`src/doe_pkg.sv`:
```
// Shared types and constants for the degeneracy ordering engine.
package doe_pkg;

  localparam int OPCODE_W   = 1;
  localparam int NODE_W     = 7;
  localparam int ID_W       = 6;
  localparam int ORDER_W    = 7;
  localparam int DEG_W      = 6;
  localparam int COUNT_W    = 7;
  localparam int CFG_ADDR_W = 3;
  localparam int CFG_DATA_W = 32;

  localparam logic [OPCODE_W-1:0] OP_ADD_EDGE = 1'b0;
  localparam logic [OPCODE_W-1:0] OP_RUN      = 1'b1;

  localparam logic [COUNT_W-1:0] NODE_COUNT_RESET = 7'd64;

  // register index, taken from paddr[2]
  localparam logic REG_NODE_COUNT = 1'b0;

  typedef enum logic [2:0] {
    ST_IDLE,
    ST_EDGE_RD_A,
    ST_EDGE_WR_A,
    ST_EDGE_WR_B,
    ST_SCAN,
    ST_FLUSH,
    ST_EMIT,
    ST_CLEAR
  } state_t;

  typedef struct packed {
    logic in_ready;
    logic load;
    logic edge_rd_a;
    logic edge_wr_a;
    logic edge_wr_b;
    logic scan_issue;
    logic emit;
    logic clear;
  } ctrl_cmd_t;

  typedef struct packed {
    logic in_valid;
    logic in_run;
    logic edge_ok;
    logic scan_last;
    logic pipe_busy;
    logic out_free;
    logic last_step;
  } ctrl_status_t;

endpackage

```
`src/doe_ctrl.sv`:
```
// Controller state machine for edge loads and peeling runs.
module doe_ctrl import doe_pkg::*; (
  input  logic         clk,
  input  logic         rst,
  input  ctrl_status_t st,
  output ctrl_cmd_t    cmd
);

  state_t state, state_next;

  always_ff @(posedge clk) begin
    if (rst) begin
      state <= ST_IDLE;
    end else begin
      state <= state_next;
    end
  end

  always_comb begin
    cmd        = '0;
    state_next = state;
    case (state)
      ST_IDLE: begin
        cmd.in_ready = 1'b1;
        if (st.in_valid) begin
          cmd.load   = 1'b1;
          state_next = st.in_run ? ST_SCAN : ST_EDGE_RD_A;
        end
      end
      ST_EDGE_RD_A: begin
        if (st.edge_ok) begin
          cmd.edge_rd_a = 1'b1;
          state_next    = ST_EDGE_WR_A;
        end else begin
          state_next = ST_IDLE;
        end
      end
      ST_EDGE_WR_A: begin
        cmd.edge_wr_a = 1'b1;
        state_next    = ST_EDGE_WR_B;
      end
      ST_EDGE_WR_B: begin
        cmd.edge_wr_b = 1'b1;
        state_next    = ST_IDLE;
      end
      ST_SCAN: begin
        cmd.scan_issue = 1'b1;
        if (st.scan_last) begin
          state_next = ST_FLUSH;
        end
      end
      ST_FLUSH: begin
        if (!st.pipe_busy) begin
          state_next = ST_EMIT;
        end
      end
      ST_EMIT: begin
        if (st.out_free) begin
          cmd.emit   = 1'b1;
          state_next = st.last_step ? ST_CLEAR : ST_SCAN;
        end
      end
      ST_CLEAR: begin
        cmd.clear  = 1'b1;
        state_next = ST_IDLE;
      end
      default: begin
        state_next = ST_IDLE;
      end
    endcase
  end

endmodule
```
`config.mk`:
```
export PLATFORM = sky130hd
export DESIGN_NAME = doe_ctrl
export DESIGN_NICKNAME = d
export VERILOG_FILES = /design/src/doe_pkg.sv /design/src/doe_ctrl.sv
export SDC_FILE = /design/constraint.sdc
export NUM_CORES = 1
export LEC_CHECK = 0
export BUFFER_PORTS_ARGS = -buffer_cell sky130_fd_sc_hd__buf_2
export CELL_PAD_IN_SITES_DETAIL_PLACEMENT = 1
export CELL_PAD_IN_SITES_GLOBAL_PLACEMENT = 1
export CORE_AREA = 3 3 40 42
export CTS_CLUSTER_SIZE = 8
export DETAILED_ROUTE_END_ITERATION = 6
export DIE_AREA = 0 0 43 45
export MAX_ROUTING_LAYER = met4
export PLACE_DENSITY = 0.6
export SLEW_MARGIN = 20
export SYNTH_ARGS = -nofsm -noshare
export SYNTH_HDL_FRONTEND = slang
export SYNTH_SLANG_ARGS = --single-unit
export TNS_END_PERCENT = 10
```
`constraint.sdc`:
```
create_clock -name clk -period 1.1 [get_ports clk]
set_input_delay 0.055 -clock clk [delete_from_list [all_inputs] [get_ports clk]]
set_output_delay 0.055 -clock clk [all_outputs]
set_load 0.01 [all_outputs]
```
==> results of run 1 <==
==> layer usage <==
| layer | global-route usage | vias to the layer above | part of all wire |
|---|---|---|---|
| met5 | - | - | 0 |
| li1 | - | 182 | - |
| met1 | 0.146 | 166 | 0.43 |
| met2 | 0.192 | 21 | 0.47 |
| met4 | 0.0241 | 0 | 0 |
| met3 | 0.0598 | 0 | 0.11 |
==> cells in the mapped netlist (2+ instances only) <==
cell | n | area [um^2]
nor3_1 | 2 | 10.0
buf_2 | 2 | 10.0
inv_1 | 3 | 11.3
nand3b_1 | 2 | 15.0
nand2_1 | 2 | 7.51
buf_6 | 2 | 22.5
and3_1 | 2 | 12.5
dfxtp_1 | 3 | 60.1
==> per-stage QoR <==
stage | setup TNS [ns] | cells | total power, mW
3_5_place_dp | -0.169 | 67 | 0.469
6_report | -0.225 | 75 | 0.824
2_1_floorplan | 0 | 34 | 0.358
5_1_grt | -0.565 | 75 | 0.886
3_3_place_gp | -0.110 | 67 | 0.462
4_1_cts | -0.363 | 72 | 0.738
==> critical path, delay by kind of cell, from the launching register on <==
kind	cells	cell delay, ns
DFF	1	0.35
and+or+nand+nor	2	0.33
buffers and inverters	2	0.21
==> logic make-up after synthesis <==
family                 synth area share
flip-flops                        0.208
multiplexers                     0.0346
AND/OR/NAND/NOR                   0.403
AO/OA/AOI/OAI                     0.203
buffers and inverters             0.152
==> cells in the final DEF, fill, tap and decap left out <==
| cell | n |
|---|---|
| clkbuf_4 | 3 |
| and4b_4 | 1 |
| nand3_1 | 1 |
| nand2b_4 | 1 |
| a21oi_1 | 1 |
| nor3_2 | 1 |
| buf_2 | 15 |
| o2111a_1 | 1 |
| buf_6 | 6 |
| a22o_1 | 1 |
| nand3b_1 | 2 |
| inv_2 | 2 |
| nor4_2 | 1 |
| inv_1 | 1 |
| and2_4 | 1 |
| a311oi_2 | 1 |
| and4_1 | 1 |
| and3_1 | 2 |
| nor3_4 | 1 |
| and4bb_2 | 1 |
| a32o_1 | 1 |
| buf_4 | 5 |
| clkbuf_1 | 1 |
| mux2i_1 | 1 |
| o2111ai_1 | 1 |
| nand2_1 | 2 |
| dfxtp_4 | 3 |
| nor2_2 | 1 |
| nor4b_4 | 1 |
==> power groups by stage <==
stage / Sequential, mW / Combinational (mW) / Clock, mW
finish: 0.176 / 0.450 / 0.198
floorplan: 0.139 / 0.219 / 0
global placement: 0.165 / 0.298 / 0
CTS: 0.174 / 0.362 / 0.202
detailed placement: 0.166 / 0.303 / 0
global route: 0.179 / 0.493 / 0.214
==> final timing paths <==
path                                from       end  slack, ns  depth (start not counted)
worst min register to register  state[0]  state[1]       0.63                          3
worst min-delay path                 rst  state[1]       0.02                          2
worst max register to register  state[1]  state[0]      -0.06                          4
worst max-delay path            state[0]    cmd[6]      -0.09                          4
==> repair_timing <==
item / in CTS / in global routing
buffers inserted: 1 / 3
pin swaps: 2 / 3
gates resized for setup: 13 / 10
endpoints found under the setup margin: 10 / 10
==> layout make-up <==
| type | count | area (um^2) | share of cell area |
|---|---|---|---|
| tap | 15 | 18.8 | 0.0346 |
| clock buffer | 4 | 26.3 | 0.0484 |
| inverter | 3 | 11.3 | 0.0207 |
| timing repair buffer | 26 | 180 | 0.332 |
| sequential | 3 | 71.3 | 0.131 |
| multi-input combinational | 24 | 235 | 0.433 |
==> reports/results.txt, run 1 <==
outcome: complete, but fails checks
violated checks: setup timing
final setup skew: 0.000512 ns
global-route usage over all layers: 0.123
Chip Height: 45 um
DRT Wirelength: 1.01 mm
post-layout min period: 1.19 ns
P_sw: 294 uW
CTS buffer count: 3
Net Count, Synth: 43
average cell area after synthesis: 8.50 um^2
worst rel slew slack: 0.828
worst slew pin tran: 0.258 ns
max FFs per register: 3
Final setup viols: 3
Die X: 43 um
final hold viol count: 0
worst vdd ir: 0.000707 V
first-pass GRT wire length: 1.70 mm
clk_lat worst skew: 0.24 ns
Nets: 70
startpoint types: register
die area: 0.00194 mm^2
Switching Fraction: 0.357
Final period util: 1.08
Top cell by count, worst path: buf_6
post-synthesis cell type count: 24
drt pass-1 iters: 2
TritonCTS Sinks: 3
initial antenna violation count: 0
Final ANT Viol Nets: 0
worst setup margin: -0.0853 ns
DR WL/cell: 13.5 um
Final Max Tran Viols: 0
Critical Path RT: 1.04 ns
WP data arrival: 1.13 ns
largest net degree at the start of global routing: 9
Top Registers: state (3)
internal power: 530 uW
Worst Path Max Fanout: 5
IO buf count: 16
# hold bufs at CTS: 0
Placed Area: 400 um^2
pre-CTS WS: -0.0773 ns
CORE AREA: 0.00128 mm^2
Reg clk slew, reported paths: 0.04 ns
DRC violations left: 0
clock power share: 0.241
Initial Util: 0.225
vias in the first global route: 361
Post-synth EDFFs: 0
H-tree Lvls: 1
Area Overhead vs Synth: 87.9%
Max Cap Viol: 0
Clock Root Buffer: clkbuf_4
gr ovfl total: 0
kind of critical path: reg -> out
routed vias: 369
Min-Delay Path Class: in -> reg
RD Place Congestion: 0.798
unrepaired setup endpoints after global routing: true
static leakage: 0.253 nW
Largest Register: state
Post-DP HPWL: 754 um
#FFs+latches synth: 3
ys flop type: dfxtp_1
Cell Pwr Density: 1520 mW/mm^2
Boundary Pins: 17
Flop pwr share: 0.213
Layout Utilization: 0.423
Post-synth ARST share: 0
Via density: 4.92
final instance area: 543 um^2
Cell Area, Synth: 289 um^2
Fmax achieved: 844 MHz
FILL cells: 160
Rows: 13
sequential share of the synthesized area: 0.208
share of cells above drive strength 1: 0.733
# diodes: 0
Logic pwr share: 0.546
CTS max path bufs: 2
DRT iter0 DRCs: 5
Worst path slowest cell: dfxtp_4
Syn Inst Count: 34
Worst Setup End Kind: primary output
worst path cell trace: buf_6 -> nor3_4 -> and2_4 -> buf_6
CTS tree: yes
WHS: 0.0166 ns
slowest stage delay, CP: 0.35 ns
Yosys warnings: 0
Note: power is estimated with default switching activity, not from simulation.
==> run 2: changes to the inputs <==
- CTS_CLUSTER_SIZE: 8 -> 14
- SKIP_LAST_GASP: not set -> 1
==> run 2 against run 1 <==
Net effect: the run still ends with setup timing left; clock power fell by 2%; setup slack barely moved; fmax barely moved; die area did not move; cell area fell by 3.7%; sequential share of layout area rose by 0.50 points; clock skew barely moved; critical path depth did not move; via count fell by 2.4%; first-iteration DRC count fell by 100%; sequential cell count did not move; critical path type is now reg -> reg; count of clock-buffer cells in the layout did not move.
==> reports/results.txt, run 2 (synthesized netlist as in run 1, its figures left out) <==
Area Overhead vs Synth: 81.0%
Max Cap Viol: 0
Nets: 70
Fmax achieved: 844 MHz
worst rel slew slack: 0.825
global-route usage over all layers: 0.123
static leakage: 0.251 nW
Worst Setup End Kind: register
startpoint types: register
Top delay family on crit path: compound AO/OA/AOI/OAI gates
drt pass-1 iters: 1
commonest non-fill, non-tap cell in the layout: buf_2
WP data arrival: 1.31 ns
violated checks: setup timing
RD Place Congestion: 0.798
DR WL/cell: 13.2 um
WHS: 0.0104 ns
Tot Pwr: 797 uW
initial antenna violation count: 0
DRT iter0 DRCs: 0
Via density: 4.80
Critical Path RT: 1.22 ns
Rows: 13
Switching Fraction: 0.352
non-filler cells, final: 75
Final period util: 1.08
IO buf count: 16
DRC violations left: 0
routed vias: 360
Clock Root Buffer: clkbuf_4
largest net degree at the start of global routing: 9
Min-Delay Path Class: in -> reg
Initial Util: 0.225
DRT Wirelength: 987 um
Placed Area: 400 um^2
Flop pwr share: 0.219
Final setup viols: 6
unrepaired setup endpoints after global routing: true
vias in the first global route: 361
CORE AREA: 0.00128 mm^2
Die X: 43 um
Chip Height: 45 um
Worst Path Max Fanout: 6
P_sw: 281 uW
worst slew pin tran: 0.262 ns
internal power: 516 uW
Post-DP HPWL: 754 um
worst vdd ir: 0.000691 V
kind of critical path: reg -> reg
Boundary Pins: 17
Worst path slowest cell: dfxtp_4
clk_lat worst skew: 0.23 ns
worst path cell trace: buf_4 -> nand2b_1 -> o2111a_1 -> a22o_1
post-layout min period: 1.19 ns
TritonCTS Sinks: 3
H-tree Lvls: 1
final hold viol count: 0
Layout Utilization: 0.407
Cell Pwr Density: 1520 mW/mm^2
CTS tree: yes
Top Registers: state (3)
first-pass GRT wire length: 1.70 mm
pre-CTS WS: -0.0773 ns
final setup skew: 0.000671 ns
TNS Setup: -0.300 ns
sum of buffers and inverters on the critical path: 1
clock power share: 0.244
CTS buffer count: 3
max FFs per register: 3
Final Max Tran Viols: 0
Cells after DPL: 67
Logic pwr share: 0.537
Largest Register: state
# diodes: 0
worst setup margin: -0.0853 ns
die area: 0.00194 mm^2
CTS max path bufs: 2
final instance area: 523 um^2
gr ovfl total: 0
slowest stage delay, CP: 0.35 ns
Reg clk slew, reported paths: 0.04 ns
outcome: complete, but fails checks
share of cells above drive strength 1: 0.667
commonest non-fill, non-tap cells in the layout: buf_2 (15), buf_4 (6), buf_6 (5)
Final ANT Viol Nets: 0
-- run 2: cell counts in the layout (fill, tap and decap cells not counted) --
Identical to the previous run, type by type.
-- run 2: repair_timing --
action                     CTS  global route
hold buffers                 0             0
setup endpoints to repair   10            10
pin swaps                    2             2
gates resized for setup     10             8
setup buffers                1             3
-- run 2: area by class of cell --
| type | count | area, um^2 |
|---|---|---|
| Sequential cell | 3 | 71.3 |
| Inverter | 3 | 11.3 |
| Clock buffer | 4 | 26.3 |
| Multi-Input combinational cell | 24 | 219 |
| Tap cell | 15 | 18.8 |
| Timing Repair Buffer | 26 | 176 |
| Fill cell | 166 | 762 |
-- run 2: power by group through the flow --
stage / clock, mW / sequential (mW) / combinational, mW
after floorplan: 0 / 0.139 / 0.219
after global placement: 0 / 0.165 / 0.298
after detailed placement: 0 / 0.166 / 0.303
after CTS: 0.202 / 0.171 / 0.351
after global routing: 0.214 / 0.178 / 0.471
final: 0.194 / 0.175 / 0.428
-- run 2: routing by layer --
metal / vias up / global-route usage / routed length (um)
li1: 181 / - / -
met1: 158 / 0.146 / 418
met2: 21 / 0.192 / 467
met3: 0 / 0.0598 / 101
met4: 0 / 0.0241 / 0
met5: - / - / 0
-- run 2: path summary, 6_finish.rpt --
path,startpoint,slack (ns),endpoint,cells past startpoint
worst max-delay path,state[1],-0.09,state[0],4
worst min-delay path,rst,0.01,state[1],2
worst max register to register,state[1],-0.09,state[0],4
worst min register to register,state[0],0.63,state[1],3
-- run 2: worst reg2reg max path: stages, from the launching register on --
cell and delay [ns]:
dfxtp_4 0.35, buf_4 0.14, nand2b_1 0.16, o2111a_1 0.24, a22o_1 0.19
